File: config.mk
export PLATFORM = sky130hd
export DESIGN_NAME = rlepd_ctrl
export DESIGN_NICKNAME = d
export VERILOG_FILES = /design/src/hw/rtl/rlepd_pkg.sv /design/src/hw/rtl/rlepd_ctrl.sv
export SDC_FILE = /design/constraint.sdc
export NUM_CORES = 1
export LEC_CHECK = 0
export ABC_AREA = 1
export ABC_CLOCK_PERIOD_IN_PS = 2050
export BUFFER_PORTS_ARGS = -buffer_cell sky130_fd_sc_hd__buf_2
export CAP_MARGIN = 20
export CORE_ASPECT_RATIO = 0.8
export CORE_MARGIN = 4
export CORE_UTILIZATION = 40
export DETAILED_ROUTE_END_ITERATION = 10
export GPL_ROUTABILITY_DRIVEN = 0
export PLACE_DENSITY = 0.77
export SKIP_LAST_GASP = 1
export SYNTH_ARGS = -nofsm -noshare
export SYNTH_HDL_FRONTEND = slang
export SYNTH_SLANG_ARGS = --single-unit
File: constraint.sdc
create_clock -name clk -period 2.05 [get_ports clk]
set_input_delay 0.205 -clock clk [delete_from_list [all_inputs] [get_ports clk]]
set_output_delay 0.205 -clock clk [all_outputs]
set_load 0.1 [all_outputs]
File: src/hw/rtl/rlepd_pkg.sv
// ----------------------------------------------------------------------------
// Run-length palette pixel decoder package
// Item types, constants and the control record shared by the decoder files.
// ----------------------------------------------------------------------------
`default_nettype none

package rlepd_pkg;

  localparam int PALETTE_DEPTH = 256;
  localparam logic [15:0] ALPHA_KEY_RESET = 16'h3D3D;
  localparam logic [7:0] EOF_HEADER = 8'h80;

  localparam logic OP_STREAM = 1'b0;
  localparam logic OP_PALETTE = 1'b1;

  typedef struct packed {
    logic        opcode;
    logic [7:0]  stream_byte;
    logic [7:0]  entry_index;
    logic [15:0] entry_color;
  } in_item_t;

  typedef struct packed {
    logic [15:0] pixel_color;
    logic [7:0]  repeat_count;
    logic        skip_pixel;
    logic        end_of_image;
  } out_item_t;

  typedef struct packed {
    logic       emit;
    logic       eoi;
    logic [7:0] count;
  } ctl_t;

endpackage

`default_nettype wire

File: src/hw/rtl/rlepd_ctrl.sv
// ----------------------------------------------------------------------------
// Decoder sequencer
// Tracks the header, run and literal phases and tells whether an item makes a result.
// ----------------------------------------------------------------------------
`default_nettype none

module rlepd_ctrl (
  input  wire logic              clk,
  input  wire logic              rst,
  input  wire logic              accept,
  input  wire rlepd_pkg::in_item_t item,
  output rlepd_pkg::ctl_t        ctl
);

  localparam logic [1:0] PH_HEADER  = 2'd0;
  localparam logic [1:0] PH_RUN     = 2'd1;
  localparam logic [1:0] PH_LITERAL = 2'd2;
  localparam logic [1:0] PH_UNUSED  = 2'd3;

  logic [1:0] phase;
  logic [1:0] phase_next;
  logic [7:0] remaining;
  logic [7:0] remaining_next;
  logic [7:0] left;

  always_comb begin
    phase_next = phase;
    remaining_next = remaining;
    ctl = '0;
    left = (remaining == 8'd0) ? 8'd1 : remaining;
    if (item.opcode == rlepd_pkg::OP_STREAM) begin
      unique case (phase)
        PH_RUN: begin
          ctl.emit = 1'b1;
          ctl.count = remaining;
          remaining_next = 8'd0;
          phase_next = PH_HEADER;
        end
        PH_LITERAL: begin
          ctl.emit = 1'b1;
          ctl.count = 8'd1;
          remaining_next = left - 8'd1;
          if (left == 8'd1) begin
            phase_next = PH_HEADER;
          end
        end
        PH_HEADER, PH_UNUSED: begin
          if (item.stream_byte == rlepd_pkg::EOF_HEADER) begin
            ctl.emit = 1'b1;
            ctl.eoi = 1'b1;
            remaining_next = 8'd0;
            phase_next = PH_HEADER;
          end else if (item.stream_byte[7] == 1'b0) begin
            remaining_next = item.stream_byte + 8'd1;
            phase_next = PH_LITERAL;
          end else begin
            remaining_next = 8'(9'd257 - {1'b0, item.stream_byte});
            phase_next = PH_RUN;
          end
        end
        default: begin
          phase_next = PH_HEADER;
        end
      endcase
    end
  end

  always_ff @(posedge clk) begin
    if (rst) begin
      phase <= PH_HEADER;
      remaining <= 8'd0;
    end else if (accept) begin
      phase <= phase_next;
      remaining <= remaining_next;
    end
  end

endmodule

`default_nettype wire

=== Yosys cells after proc, flatten, opt, wreduce, memory -nomap -nowiden ===
Index checks and enable logic that the tools add are counted.

* Register bits after elaboration: 10
* Word-level logic and storage cells: 31

* Mux-type cells: 13
* Reduce and logical (&&, ||, !) cells: 6
* Bitwise operators: 1
* $add $sub $neg: 3
* Equality and inequality tests: 6

{| class="wikitable"
|+ Operators by type and width
! cell !! number
|-
| two-way mux 8 bit || 3
|-
| case mux 8 bit (3 select lines) || 1
|-
| case mux 8 bit (2 select lines) || 1
|-
| two-way mux 10 bit || 1
|-
| adder 8 x 1 -> 8 bit, second input constant || 1
|-
| == test 8 x 1 -> 1 bit, second input constant || 1
|-
| == test 8 bit, second input constant || 1
|-
| zero test 8 bit || 1
|-
| two-way mux 2 bit || 4
|-
| subtractor 1 x 8 -> 8 bit, first input constant || 1
|-
| subtractor 8 x 1 -> 8 bit, second input constant || 1
|-
| case mux 2 bit (3 select lines) || 1
|-
| == test 2 bit, second input constant || 2
|-
| OR reduction 2 bit || 2
|-
| AND reduction 3 bit || 1
|-
| == test 2 x 1 -> 1 bit, second input constant || 1
|-
| zero test 2 bit || 1
|-
| inequality test 2 bit, second input constant || 1
|-
| case mux 1 bit (2 select lines) || 1
|-
| AND reduction 2 bit || 1
|-
| two-way mux 1 bit || 1
|-
| NOT 1 bit || 1
|}

=== Logic depth before layout (Yosys ltp) ===
* Word-level depth: 5
* Gate-level depth with buffers: 13

=== Worst setup path before layout ===
Ideal clock, no wire load.

* Kind: reg2out
* Start: reg phase[0]
* End: out ctl[1] in the netlist's numbering
* Data arrival time: 2.920 ns
* Path slack: -1.075 ns
* Required time: 1.845 ns
* Stages on the path, launching flop included: 6
* Path buffers: 0
* Cells stage by stage: dfxtp_1 -> inv_1 -> ha_1 -> nor2_1 -> inv_1 -> nor3_1

{| class="wikitable"
|+ RTL lines
! item !! line !! source
|-
| start, declared || rlepd_ctrl.sv:20 || <nowiki>logic [1:0] phase;</nowiki>
|-
| start signal, assigned || rlepd_ctrl.sv:73 || <nowiki>phase <= phase_next;</nowiki>
|-
| end, declared || rlepd_ctrl.sv:12 || <nowiki>output rlepd_pkg::ctl_t ctl</nowiki>
|}

==> results.cfg <==
[outcome]
status = finished clean

[die]
fp.dieH_um = 55.01
num_rows = 16
die_w_um = 66.76
core_area_um2 = 2542
start_util_pct = 43.45
io_pins = 46
die_area_um2 = 3672

[detailed_routing]
drt-wirelength-per-cell_um = 10.48
post-route-drc-count = 0
wl_um = 2546
via_per_inst = 4.905
drt-pass1-iter-count = 4
drt_iter0_markers = 88
vias = 1192
drt.antenna.violating_nets = 0

[grt]
grtUsageTotal_pct = 16.14
grt_max_degree = 11
antenna_found_initial = 0
grt_pass1_wl_um = 4602
globalRouteOverflowTotal = 0
grt_pass1_vias = 1087

[critical_path]
reg2reg_slack_ns = 0.23
path_class = register to primary output
critPathMaxStageDelay_ns = 0.36
worstPathCellList = ha_1 > clkinvlp_4 > buf_4 > nor3_2 > buf_12
cp.required_ns = 1.85
cp-end-kind = primary output
crit_path_top_delay_cell = dfxtp_1
cp-startpoint = phase[0]
r2r-start = remaining[5]
cp_max_fo = 7
critical_path_arrival_ns = 1.74
critPathLaunchType = register

[synthesis]
syn_avg_cell_area_um2 = 6.037
yosysSeqAreaShare_pct = 18.12
synth_cells = 183
synth_edf_count = 0
yosysTopAreaCellShare_pct = 18.12
yosys.area.top_type = dfxtp_1
yosys.cell_types.count = 25
syn-num-nets = 227
syn_area_um2 = 1105
async_flop_share_pct = 0
ys.flop_type = dfxtp_1
ys_top_cells_by_area = dfxtp_1 18%, nand2_1 18%, inv_1 9.9%
yosysWarnings = 0
synth_seq_cells = 10

[sta]
worst_pin_slew_ns = 0.4854
finalCriticalPeriod_ns = 1.945
timing.fmax_mhz = 514.3
setup_ws_ns = 0.1055
fin_hold_ws_ns = 0.2792
post-route-period-util_pct = 94.85
relSlewSlack_pct = 67.86
tns_ns = 0
hold_violations = 0
slew_violations = 0
finalClockSkew_ns = 0.002370
setup_viol = 0

[placed_design]
dp_slack_ns = 0.2842
placed_area_um2 = 1409
dp_hpwl_um = 2107
io_buffers = 21
placedCellCount = 238

[layout]
fin_cells = 243
final_core_util_pct = 57.73
nets = 252
ff_latch_area_um2 = 200.2
final_area_um2 = 1468
syn2layout_area_growth_pct = 32.84
multi_input_area_um2 = 817.0
layout_commonest_cell = nand2_1
fill_cells = 278
layout_common_cells = 53 x nand2_1, 27 x inv_1, 14 x nand3_1
drive_gt1_share_pct = 27.54
n_antenna_cell = 0

[pwr]
power_frac_clock_pct = 28.3
switchingPower_mw = 0.2451
combPwrFrac_pct = 38.5
p_total_mw = 0.6416
p_int_mw = 0.3965
seq_power_share_pct = 33.2
p_sw_share_pct = 38.20
leakage_nw = 0.6843
ir_drop_v = 0.0003421
powerDensity_nw_per_um2 = 437.1

[min_path]
hold_start = rst
min_path_type = input port to register

[clock_tree]
numClockSinks = 10
clockBufferDepth = 2
cts_tree = yes
numCtsBuffers = 3
cts_max_level = 1
path_clk_slew_ns = 0.07
clk_latency_ns = 0.27
root_buffer = clkbuf_4

[job]
timing.max_cap.violations = 0
-- sequential cells by signal, summed over array words and instances (netlist names) --
| name | count |
|---|---|
| remaining | 8 |
| phase | 2 |
-- final cells by class --
type	instances	area share (%)
repair buffers	22	16.03
inverters	32	9.122
well taps	36	3.069
clock buffers	4	2.472
flip-flops and latches	10	13.64
multi-input cells	139	55.67
-- metal layers --
metal | up-vias | GRT usage, % | share of wire (%)
met3 | 0 | 5.051 | 6.2
met4 | 0 | 1.351 | 0
li1 | 631 | - | -
met2 | 26 | 26.48 | 46
met5 | - | 0 | 0
met1 | 535 | 21.71 | 48
-- what timing repair did --
action / 4_1_cts / 5_1_grt
resized for setup: 0 / 5
hold buffers: 0 / 0
endpoints found under the setup margin: 0 / 9
hold endpoints to repair: 0 / 0
setup buffers: 0 / 1
-- logic make-up (layout without fill, tap and decap cells) --
logic type | count (synthesis) | count (layout) | synth area share, %
AO/OA/AOI/OAI | 29 | 29 | 16.08
buffers and inverters | 34 | 58 | 13.14
XOR/XNOR | 1 | 1 | 0.7929
adder cells (fa/ha/maj) | 8 | 8 | 9.060
AND/OR/NAND/NOR | 101 | 101 | 42.81
flip-flops | 10 | 10 | 18.12
-- power by group through the flow --
| stage | Combinational, mW | Sequential (mW) | Clock [mW] |
|---|---|---|---|
| after floorplan | 0.192 | 0.216 | 0 |
| final | 0.247 | 0.213 | 0.182 |
| after CTS | 0.243 | 0.213 | 0.185 |
| after detailed placement | 0.242 | 0.217 | 0 |
| after global routing | 0.285 | 0.214 | 0.198 |
| after global placement | 0.237 | 0.217 | 0 |
-- worst paths after layout --
check | end | cells after the start
worst max-delay path | ctl[4] | 5
worst min-delay path | remaining[4] | 2
worst max register to register | remaining[4] | 13
worst min register to register | remaining[6] | 2
-- cells in the mapped netlist, types with 2 or more instances --
cell type and instances:
a21oi_1 9, a21oi_2 4, dfxtp_1 10, ha_1 8, inv_1 29, nand2_1 53, nand2_2 5, nand3_1 14
nor2_1 15, nor2_4 2, nor2_8 2, nor3_1 8, o21ai_0 9, o21ai_2 3, o22ai_1 2
-- worst max-delay path: cells and delay by family, from the launching register on --
kind,cells,cell delay (ns)
buf+inv,3,0.55
flops,1,0.36
fa+ha+maj,1,0.33
simple gates,1,0.23
(Power assumes the default switching activity.)
